`src/rtl/tpc_pkg.sv`:
```
// Shared types and flag codes for the passive TCP connection state machine.
package tpc_pkg;

  // TCP flag bits
  localparam logic [7:0] FLAG_FIN = 8'h01;
  localparam logic [7:0] FLAG_SYN = 8'h02;
  localparam logic [7:0] FLAG_RST = 8'h04;
  localparam logic [7:0] FLAG_PSH = 8'h08;
  localparam logic [7:0] FLAG_ACK = 8'h10;
  localparam logic [7:0] FLAG_URG = 8'h20;

  // Owed-segment marks
  localparam int unsigned MARK_SYNACK = 0;
  localparam int unsigned MARK_FIN    = 1;
  localparam int unsigned MARK_ACK    = 2;

  localparam logic [15:0] OWN_WINDOW  = 16'hFFFF;
  localparam logic [15:0] MSS_RESET   = 16'd536;

  // Register indexes on the configuration port
  localparam logic [1:0] REG_INITIAL_SEQ = 2'd0;
  localparam logic [1:0] REG_LOCAL_IP    = 2'd1;
  localparam logic [1:0] REG_LOCAL_PORT  = 2'd2;
  localparam logic [1:0] REG_DEFAULT_MSS = 2'd3;

  typedef struct packed {
    logic        func;
    logic        checksum_ok;
    logic [7:0]  seg_flags;
    logic [31:0] peer_ip;
    logic [15:0] peer_port;
    logic [31:0] seq_in;
    logic [31:0] ack_in;
    logic [15:0] window_in;
    logic [15:0] data_len;
    logic [15:0] mss_option;
    logic [3:0]  wscale_option;
    logic [31:0] ts_value;
  } item_t;

  typedef struct packed {
    logic [7:0]  out_flags;
    logic [31:0] out_seq;
    logic [31:0] out_ack;
    logic [15:0] out_window;
    logic [16:0] send_offset;
    logic [16:0] send_len;
    logic [31:0] echo_timestamp;
    logic [31:0] remote_ip;
    logic [15:0] remote_port;
  } result_t;

  typedef struct packed {
    logic [31:0] initial_seq;
    logic [15:0] default_mss;
  } cfg_t;

endpackage

```
`src/rtl/tcp_passive_connection_fsm.sv`:
```
// Passive TCP endpoint: input register, connection core, result register.
// A beat's result passes the input register, then the result register.
// Throughput: one input beat per cycle; input stalls only while the output skid
// stage holds a second result that the consumer has not taken.
// Reset (rst, synchronous): state listen, all counters and marks cleared,
// default MSS 536, no beats held on either channel.
module tcp_passive_connection_fsm #(
  parameter int unsigned SEND_BUFFER_BYTES = 65536
) (
  input  logic        clk,
  input  logic        rst,
  input  logic        in_valid,
  output logic        in_ready,
  input  logic        func,
  input  logic        checksum_ok,
  input  logic [7:0]  seg_flags,
  input  logic [31:0] peer_ip,
  input  logic [15:0] peer_port,
  input  logic [31:0] seq_in,
  input  logic [31:0] ack_in,
  input  logic [15:0] window_in,
  input  logic [15:0] data_len,
  input  logic [15:0] mss_option,
  input  logic [3:0]  wscale_option,
  input  logic [31:0] ts_value,
  output logic        out_valid,
  input  logic        out_ready,
  output logic [7:0]  out_flags,
  output logic [31:0] out_seq,
  output logic [31:0] out_ack,
  output logic [15:0] out_window,
  output logic [16:0] send_offset,
  output logic [16:0] send_len,
  output logic [31:0] echo_timestamp,
  output logic [31:0] remote_ip,
  output logic [15:0] remote_port,
  input  logic        psel,
  input  logic        penable,
  input  logic        pwrite,
  input  logic [3:0]  paddr,
  input  logic [31:0] pwdata,
  output logic [31:0] prdata,
  output logic        pready
);
  import tpc_pkg::*;

  item_t   item;
  logic    item_valid;
  cfg_t    cfg;
  result_t res, res_q;
  logic    emit, space, fire;

  assign fire     = item_valid && space;
  assign in_ready = !item_valid || space;

  always_ff @(posedge clk) begin
    if (rst) begin
      item_valid <= 1'b0;
    end else if (in_valid && in_ready) begin
      item_valid <= 1'b1;
    end else if (fire) begin
      item_valid <= 1'b0;
    end
  end

  // hold the accepted beat until the core consumes it
  always_ff @(posedge clk) begin
    if (in_valid && in_ready) begin
      item.func          <= func;
      item.checksum_ok   <= checksum_ok;
      item.seg_flags     <= seg_flags;
      item.peer_ip       <= peer_ip;
      item.peer_port     <= peer_port;
      item.seq_in        <= seq_in;
      item.ack_in        <= ack_in;
      item.window_in     <= window_in;
      item.data_len      <= data_len;
      item.mss_option    <= mss_option;
      item.wscale_option <= wscale_option;
      item.ts_value      <= ts_value;
    end
  end

  tpc_cfg u_cfg (
    .clk     (clk),
    .rst     (rst),
    .psel    (psel),
    .penable (penable),
    .pwrite  (pwrite),
    .paddr   (paddr),
    .pwdata  (pwdata),
    .prdata  (prdata),
    .pready  (pready),
    .cfg     (cfg)
  );

  tpc_core #(
    .SEND_BUFFER_BYTES (SEND_BUFFER_BYTES)
  ) u_core (
    .clk    (clk),
    .rst    (rst),
    .fire   (fire),
    .item   (item),
    .cfg    (cfg),
    .emit   (emit),
    .result (res)
  );

  tpc_out_reg u_out (
    .clk       (clk),
    .rst       (rst),
    .push      (fire && emit),
    .din       (res),
    .space     (space),
    .out_valid (out_valid),
    .out_ready (out_ready),
    .dout      (res_q)
  );

  assign out_flags      = res_q.out_flags;
  assign out_seq        = res_q.out_seq;
  assign out_ack        = res_q.out_ack;
  assign out_window     = res_q.out_window;
  assign send_offset    = res_q.send_offset;
  assign send_len       = res_q.send_len;
  assign echo_timestamp = res_q.echo_timestamp;
  assign remote_ip      = res_q.remote_ip;
  assign remote_port    = res_q.remote_port;

endmodule

```
`src/rtl/tpc_cfg.sv`:
```
// APB register file for the connection's configuration.
module tpc_cfg (
  input  logic         clk,
  input  logic         rst,
  input  logic         psel,
  input  logic         penable,
  input  logic         pwrite,
  input  logic [3:0]   paddr,
  input  logic [31:0]  pwdata,
  output logic [31:0]  prdata,
  output logic         pready,
  output tpc_pkg::cfg_t cfg
);
  import tpc_pkg::*;

  logic [31:0] initial_seq;
  logic [31:0] local_ip;
  logic [15:0] local_port;
  logic [15:0] default_mss;
  logic        wr;

  assign pready = 1'b1;
  assign wr     = psel && penable && pwrite;

  always_ff @(posedge clk) begin
    if (rst) begin
      initial_seq <= '0;
      local_ip    <= '0;
      local_port  <= '0;
      default_mss <= MSS_RESET;
    end else if (wr) begin
      case (paddr[3:2])
        REG_INITIAL_SEQ: initial_seq <= pwdata;
        REG_LOCAL_IP:    local_ip    <= pwdata;
        REG_LOCAL_PORT:  local_port  <= pwdata[15:0];
        REG_DEFAULT_MSS: default_mss <= pwdata[15:0];
        default: ;
      endcase
    end
  end

  always_comb begin
    case (paddr[3:2])
      REG_INITIAL_SEQ: prdata = initial_seq;
      REG_LOCAL_IP:    prdata = local_ip;
      REG_LOCAL_PORT:  prdata = {16'd0, local_port};
      REG_DEFAULT_MSS: prdata = {16'd0, default_mss};
      default:         prdata = '0;
    endcase
  end

  assign cfg.initial_seq = initial_seq;
  assign cfg.default_mss = default_mss;

endmodule

```
`src/rtl/tpc_core.sv`:
```
// Connection state, counters and next-segment selection for one beat.
module tpc_core #(
  parameter int unsigned SEND_BUFFER_BYTES = 65536
) (
  input  logic             clk,
  input  logic             rst,
  input  logic             fire,
  input  tpc_pkg::item_t   item,
  input  tpc_pkg::cfg_t    cfg,
  output logic             emit,
  output tpc_pkg::result_t result
);
  import tpc_pkg::*;

  localparam int unsigned QW = $clog2(SEND_BUFFER_BYTES + 1);
  localparam logic [QW-1:0] BUF_BYTES = QW'(SEND_BUFFER_BYTES);

  typedef enum logic [2:0] {
    LISTEN, SYN_RCVD, ESTABLISHED, TEARING, CLOSED
  } conn_t;

  conn_t         conn_state, conn_state_next;
  logic [31:0]   peer_address, peer_address_next;
  logic [15:0]   peer_port_reg, peer_port_reg_next;
  logic [31:0]   send_seq, send_seq_next;
  logic [31:0]   send_una, send_una_next;
  logic [31:0]   recv_seq, recv_seq_next;
  logic [15:0]   peer_window, peer_window_next;
  logic [15:0]   peer_mss, peer_mss_next;
  logic [3:0]    peer_shift, peer_shift_next;
  logic [31:0]   echo_value, echo_value_next;
  logic [QW-1:0] queued, queued_next;
  logic [2:0]    marks, marks_next;

  logic [31:0]   adv, in_flight, win_bytes, unsent_w, size_a, room_w, dlen_w;
  logic [QW-1:0] room, unsent;
  logic [15:0]   mss_eff, seg_len;
  logic          take, has_data, ack_in_range, ack_is_next;
  logic [7:0]    fl;

  assign fl           = item.seg_flags;
  assign adv          = item.ack_in - send_una;
  assign in_flight    = send_seq - send_una;
  assign take         = (adv != 32'd0) && (adv <= 32'(queued));
  assign ack_in_range = adv <= in_flight;
  assign ack_is_next  = item.ack_in == send_seq + 32'd1;
  // unsent bytes are the same before and after the ack is taken
  assign has_data     = in_flight < 32'(queued);
  assign unsent       = queued - in_flight[QW-1:0];
  assign unsent_w     = 32'(unsent);
  assign win_bytes    = 32'(item.window_in) << peer_shift;
  assign mss_eff      = (peer_mss != 16'd0) ? peer_mss : cfg.default_mss;
  assign size_a       = (unsent_w < win_bytes) ? unsent_w : win_bytes;
  assign seg_len      = (size_a < 32'(mss_eff)) ? size_a[15:0] : mss_eff;
  assign room         = BUF_BYTES - queued;
  assign room_w       = 32'(room);
  assign dlen_w       = 32'(item.data_len);

  always_comb begin
    conn_state_next    = conn_state;
    peer_address_next  = peer_address;
    peer_port_reg_next = peer_port_reg;
    send_seq_next      = send_seq;
    send_una_next      = send_una;
    recv_seq_next      = recv_seq;
    peer_window_next   = peer_window;
    peer_mss_next      = peer_mss;
    peer_shift_next    = peer_shift;
    echo_value_next    = echo_value;
    queued_next        = queued;
    marks_next         = marks;
    emit               = 1'b0;
    result             = '0;
    result.out_window  = OWN_WINDOW;

    if (item.func) begin
      // append, saturating at the buffer size
      queued_next = queued + ((dlen_w < room_w) ? QW'(item.data_len) : room);
    end else if (item.checksum_ok) begin
      case (conn_state)
        LISTEN: begin
          if ((fl & FLAG_RST) != 8'd0) begin
            conn_state_next = CLOSED;
          end else if (((fl & (FLAG_FIN | FLAG_PSH | FLAG_ACK | FLAG_URG)) == 8'd0) &&
                       ((fl & FLAG_SYN) != 8'd0)) begin
            peer_address_next  = item.peer_ip;
            peer_port_reg_next = item.peer_port;
            if (item.mss_option != 16'd0) peer_mss_next = item.mss_option;
            if (item.wscale_option != 4'hF) peer_shift_next = item.wscale_option;
            echo_value_next    = item.ts_value;
            send_seq_next      = cfg.initial_seq;
            send_una_next      = cfg.initial_seq;
            recv_seq_next      = item.seq_in + 32'd1;
            peer_window_next   = item.window_in;
            conn_state_next    = SYN_RCVD;
            emit                  = 1'b1;
            result.out_flags      = FLAG_SYN | FLAG_ACK;
            result.out_seq        = cfg.initial_seq;
            result.out_ack        = item.seq_in + 32'd1;
            result.echo_timestamp = item.ts_value;
            result.remote_ip      = item.peer_ip;
            result.remote_port    = item.peer_port;
          end
        end
        SYN_RCVD: begin
          if ((fl & FLAG_RST) != 8'd0) begin
            conn_state_next = CLOSED;
          end else if (((fl & (FLAG_FIN | FLAG_PSH | FLAG_SYN | FLAG_URG)) == 8'd0) &&
                       ((fl & FLAG_ACK) != 8'd0) && ack_is_next) begin
            send_seq_next    = send_seq + 32'd1;
            send_una_next    = send_una + 32'd1;
            echo_value_next  = item.ts_value;
            peer_window_next = item.window_in;
            conn_state_next  = ESTABLISHED;
          end
        end
        ESTABLISHED: begin
          if (((fl & FLAG_ACK) != 8'd0) && ack_in_range) begin
            if (take) begin
              send_una_next = item.ack_in;
              queued_next   = queued - adv[QW-1:0];
            end
            echo_value_next = item.ts_value;
            if ((fl & FLAG_RST) != 8'd0) begin
              conn_state_next = CLOSED;
            end else begin
              peer_window_next = item.window_in;
              recv_seq_next    = recv_seq + dlen_w + 32'((fl & FLAG_FIN) != 8'd0);
              if (item.data_len != 16'd0) marks_next[MARK_ACK] = 1'b1;
              if ((fl & FLAG_FIN) != 8'd0) begin
                marks_next[MARK_FIN] = 1'b1;
                conn_state_next      = TEARING;
              end
              result.out_ack        = recv_seq_next;
              result.echo_timestamp = item.ts_value;
              result.remote_ip      = peer_address;
              result.remote_port    = peer_port_reg;
              result.out_seq        = send_seq;
              // pick the owed segment in priority order
              if (marks_next[MARK_SYNACK]) begin
                marks_next[MARK_SYNACK] = 1'b0;
                emit             = 1'b1;
                result.out_flags = FLAG_SYN | FLAG_ACK;
              end else if (has_data) begin
                marks_next[MARK_ACK] = 1'b0;
                send_seq_next        = send_seq + 32'(seg_len);
                emit                 = 1'b1;
                result.out_flags     = FLAG_ACK | FLAG_PSH;
                result.send_offset   = 17'(send_seq - send_una_next);
                result.send_len      = 17'(seg_len);
              end else if (marks_next[MARK_FIN]) begin
                marks_next[MARK_FIN] = 1'b0;
                marks_next[MARK_ACK] = 1'b0;
                emit                 = 1'b1;
                result.out_flags     = FLAG_ACK | FLAG_FIN;
              end else if (marks_next[MARK_ACK]) begin
                marks_next[MARK_ACK] = 1'b0;
                emit                 = 1'b1;
                result.out_flags     = FLAG_ACK;
              end
            end
          end
        end
        TEARING: begin
          if (ack_is_next) begin
            if (take) begin
              send_una_next = item.ack_in;
              queued_next   = queued - adv[QW-1:0];
            end
            conn_state_next = CLOSED;
          end
        end
        default: ;
      endcase
    end
  end

  always_ff @(posedge clk) begin
    if (rst) begin
      conn_state    <= LISTEN;
      peer_address  <= '0;
      peer_port_reg <= '0;
      send_seq      <= '0;
      send_una      <= '0;
      recv_seq      <= '0;
      peer_window   <= '0;
      peer_mss      <= '0;
      peer_shift    <= '0;
      echo_value    <= '0;
      queued        <= '0;
      marks         <= '0;
    end else if (fire) begin
      conn_state    <= conn_state_next;
      peer_address  <= peer_address_next;
      peer_port_reg <= peer_port_reg_next;
      send_seq      <= send_seq_next;
      send_una      <= send_una_next;
      recv_seq      <= recv_seq_next;
      peer_window   <= peer_window_next;
      peer_mss      <= peer_mss_next;
      peer_shift    <= peer_shift_next;
      echo_value    <= echo_value_next;
      queued        <= queued_next;
      marks         <= marks_next;
    end
  end

endmodule

```
`src/rtl/tpc_out_reg.sv`:
```
// Result register with a skid stage on the output channel.
module tpc_out_reg (
  input  logic             clk,
  input  logic             rst,
  input  logic             push,
  input  tpc_pkg::result_t din,
  output logic             space,
  output logic             out_valid,
  input  logic             out_ready,
  output tpc_pkg::result_t dout
);
  import tpc_pkg::*;

  result_t skid;
  logic    skid_valid;
  logic    pop;

  assign space = !skid_valid;
  assign pop   = out_valid && out_ready;

  always_ff @(posedge clk) begin
    if (rst) begin
      out_valid  <= 1'b0;
      skid_valid <= 1'b0;
    end else if (skid_valid) begin
      // no push can arrive while the skid is full
      if (pop) begin
        skid_valid <= 1'b0;
      end
    end else if (push) begin
      if (out_valid && !pop) begin
        skid_valid <= 1'b1;
      end
      out_valid <= 1'b1;
    end else if (pop) begin
      out_valid <= 1'b0;
    end
  end

  always_ff @(posedge clk) begin
    if (skid_valid) begin
      if (pop) dout <= skid;
    end else if (push) begin
      if (out_valid && !pop) skid <= din;
      else                   dout <= din;
    end
  end

endmodule
```
`config.mk`:
```
export PLATFORM = sky130hd
export DESIGN_NAME = tcp_passive_connection_fsm
export DESIGN_NICKNAME = d
export VERILOG_FILES = /design/src/rtl/tpc_pkg.sv /design/src/rtl/tcp_passive_connection_fsm.sv /design/src/rtl/tpc_cfg.sv /design/src/rtl/tpc_core.sv /design/src/rtl/tpc_out_reg.sv
export SDC_FILE = /design/constraint.sdc
export NUM_CORES = 2
export LEC_CHECK = 0
export ABC_CLOCK_PERIOD_IN_PS = 17400
export BUFFER_PORTS_ARGS = -buffer_cell sky130_fd_sc_hd__buf_2
export CORE_MARGIN = 2
export CORE_UTILIZATION = 60
export DETAILED_ROUTE_END_ITERATION = 16
export GPL_TIMING_DRIVEN = 1
export MAX_ROUTING_LAYER = met4
export PLACE_DENSITY = 0.87
export SETUP_SLACK_MARGIN = 0.02
export SLEW_MARGIN = 15
export SYNTH_ARGS = -nofsm -noshare
export SYNTH_HDL_FRONTEND = slang
export SYNTH_SLANG_ARGS = --single-unit
```
`constraint.sdc`:
```
create_clock -name clk -period 17.4 [get_ports clk]
set_input_delay 4.35 -clock clk [delete_from_list [all_inputs] [get_ports clk]]
set_output_delay 4.35 -clock clk [all_outputs]
set_load 0.05 [all_outputs]
```
==> flow_metrics.py <==
metrics = {
    "outcome": {
        "status": "finished clean",
    },
    "route": {
        "remaining_drc_errors": 0,
        "routed_wirelength_mm": 160.1,
        "vias": 43426,
        "drtIter0Drc": 5131,
        "route.detailed.wl_per_inst_um": 24.08,
        "dr.pass1.iters": 8,
        "ant_nets": 0,
        "via_per_inst": 6.532,
    },
    "synth": {
        "netlist_area_um2": 49940,
        "ys.flop_type": "edfxtp_1",
        "synthCells": 5195,
        "synth_top_family_by_area": "compound AO/OA/AOI/OAI gates",
        "yosys.area_share.xor_xnor_pct": 5.028,
        "ys.warnings.count": 0,
        "syn_area_per_cell_um2": 9.613,
        "synth.area.mux_share_pct": 4.134,
        "synth-seq-area-share_pct": 45.42,
        "synth-seq-cells": 850,
        "synth_compound_area_share_pct": 17.80,
        "synth_edf_count": 566,
        "synthSimpleGateAreaFrac_pct": 16.75,
        "synthDistinctLibCells": 102,
        "async_flop_share_pct": 0,
        "synth_adder_area_share_pct": 6.704,
    },
    "floorplanning": {
        "io_pins": 486,
        "core_area_um2": 82240,
        "start_util_pct": 60.72,
        "die_w_um": 292.5,
        "die-area_um2": 85560,
        "std_cell_rows": 105,
        "dieHeight_um": 292.5,
    },
    "clock_tree": {
        "cts_resized": 0,
        "clock_path_buffers": 3,
        "clk_pin_slew_worst_paths_ns": 0.06,
        "numCtsBuffers": 89,
        "clock-sinks": 850,
        "hold_buffers": 0,
        "cts_tree": "done",
        "root_buffer": "clkbuf_16",
        "post_cts_buffers": 0,
        "worstSkewPairLatency_ns": 0.67,
        "htreeDepth": 3,
    },
    "critical_path": {
        "path_max_fanout": 17,
        "arrival_ns": 13.85,
        "crit_buf_inv": 2,
        "critical_path_required_ns": 17.91,
        "critPathKind": "register to register",
        "critPathSlowestCell": "o311a_1",
        "end_kind": "register",
        "cpPeakStageDelay_ns": 0.82,
        "critical-path-top-delay-family": "compound AO/OA/AOI/OAI gates",
        "startpoint_type": "register",
    },
    "timing": {
        "fin_tns_setup_ns": 0,
        "rsz0062_at_grt": "false",
        "max-slew-margin-rel_pct": 17.41,
        "drv_slew": 0,
        "finalCritPeriodShare_pct": 76.64,
        "fmax_mhz": 74.99,
        "min_period_ns": 13.33,
        "hold_violations": 0,
        "fin_skew_ns": 0.03277,
        "setup_viol": 0,
        "tightest_slew_ns": 1.232,
    },
    "placed_design": {
        "gp_congestion": 1.014,
        "dpl_cell_area_um2": 52750,
        "dp_hpwl_mm": 115.7,
        "io_buffer_count": 459,
    },
    "cells_and_area": {
        "nNetsFinal": 5994,
        "top_register": "item",
        "top_regs": "item (204), u_out.dout (181), u_out.skid (181)",
        "design_area_um2": 55600,
        "syn2layout_area_growth_pct": 11.34,
        "largest_register_ffs": 204,
        "mostFrequentLayoutCell": "nand2_1",
        "drive_above_1_share_pct": 14.30,
        "layout_common_cells": "nand2_1 (688), edfxtp_1 (566), buf_2 (458)",
    },
    "min_path": {
        "hold_path_class": "register to register",
    },
    "global_route": {
        "antenna_found_initial": 17,
        "grt_remaining_overflow": 0,
        "grt_max_degree": 208,
        "gr-usage-all-layers_pct": 37.21,
        "grt_pass1_wl_mm": 239.4,
        "grt_pass1_vias": 40790,
    },
    "power_and_ir_drop": {
        "p_leak_uw": 0.01995,
        "powerDensity_nw_per_um2": 140.5,
        "peakVddDrop_v": 0.0001795,
    },
    "run": {
        "maxCapViolCount": 0,
    },
}
==> metrics by stage <==
step / hold slack, ns / cells / util (%) / total power [uW] / setup WS [ns]
2_1_floorplan: 0.4323 / 5215 / - / 4863 / 6.573
3_3_place_gp: 0.4386 / 6462 / 64.14 / 5819 / 4.649
3_5_place_dp: 0.4444 / 6462 / 64.14 / 5876 / 4.538
4_1_cts: 0.4527 / 6628 / 67.55 / 7731 / 4.206
5_1_grt: 0.4664 / 6645 / 67.60 / 8210 / 3.207
6_report: 0.4548 / 6648 / 67.61 / 7811 / 4.065
==> synthesized netlist by cell type (all sizes together) (86+ instances only) <==
library cell | instances | area, um2
o31ai | 145 | 1089
a21oi | 412 | 2085
o21ai | 166 | 830.8
edfxtp | 566 | 17000
clkbuf | 273 | 1025
xnor2 | 181 | 1585
ha | 254 | 3178
dfxtp | 284 | 5685
mux2i | 87 | 870.8
nand2 | 691 | 2594
nand3 | 144 | 725.7
nor3 | 106 | 530.5
nor2 | 437 | 1643
a22oi | 86 | 645.6
inv | 171 | 641.9
==> worst paths after layout <==
kind	slack, ns	startpoint	to	depth (start not counted)
worst max-delay path	4.07	u_core.send_seq[2]	u_core.send_seq[19]	51
worst min-delay path	0.45	u_cfg.local_port[2]	u_cfg.local_port[2]	2
worst max register to register	4.07	u_core.send_seq[2]	u_core.send_seq[19]	51
worst min register to register	0.45	u_cfg.local_port[2]	u_cfg.local_port[2]	2
==> kinds of logic (layout without fill, tap and decap cells) <==
kind of cell,Yosys count,in the layout
other,2,42
DFF,850,850
xor gates and xnor gates,274,274
and+or+nand+nor,1801,1801
AOI/OAI and AO/OA,1327,1327
buffers and inverters,507,850
adders and majority gates,263,263
muxes,171,171
==> where the power goes <==
group          total, uW  internal (uW)  switching (uW)
logic               3680           1370            2310
registers           2270           2190            80.9
clock network       1860           1030             832
total               7810           4590            3230
==> cell type report <==
type / instances / area (um2)
clock buffers: 124 / 2422
inverters: 171 / 641.9
multi-input cells: 3858 / 25360
flip-flops and latches: 850 / 22690
well taps: 1070 / 1339
diodes: 20 / 50.05
fillers: 6194 / 26640
clock inverters: 42 / 381.6
repair buffers: 513 / 2724
==> metal layers <==
layer | part of all wire (%) | vias to the layer above | global-route usage, %
met2 | 46 | 2576 | 57.80
met1 | 38 | 20583 | 46.33
met5 | 0 | - | -
li1 | - | 19727 | -
met3 | 8.8 | 540 | 5.858
met4 | 6.9 | 0 | 21.71
==> worst register-to-register path: cells and delay by family, from the launching register on <==
family / cells / cell delay (ns)
xor gates and xnor gates: 1 / 0.15
muxes: 2 / 0.81
DFF: 1 / 0.72
AOI/OAI and AO/OA: 32 / 7.62
and+or+nand+nor: 9 / 1.81
adders and majority gates: 5 / 1.73
buffers and inverters: 2 / 0.37
(Power assumes the default switching activity.)
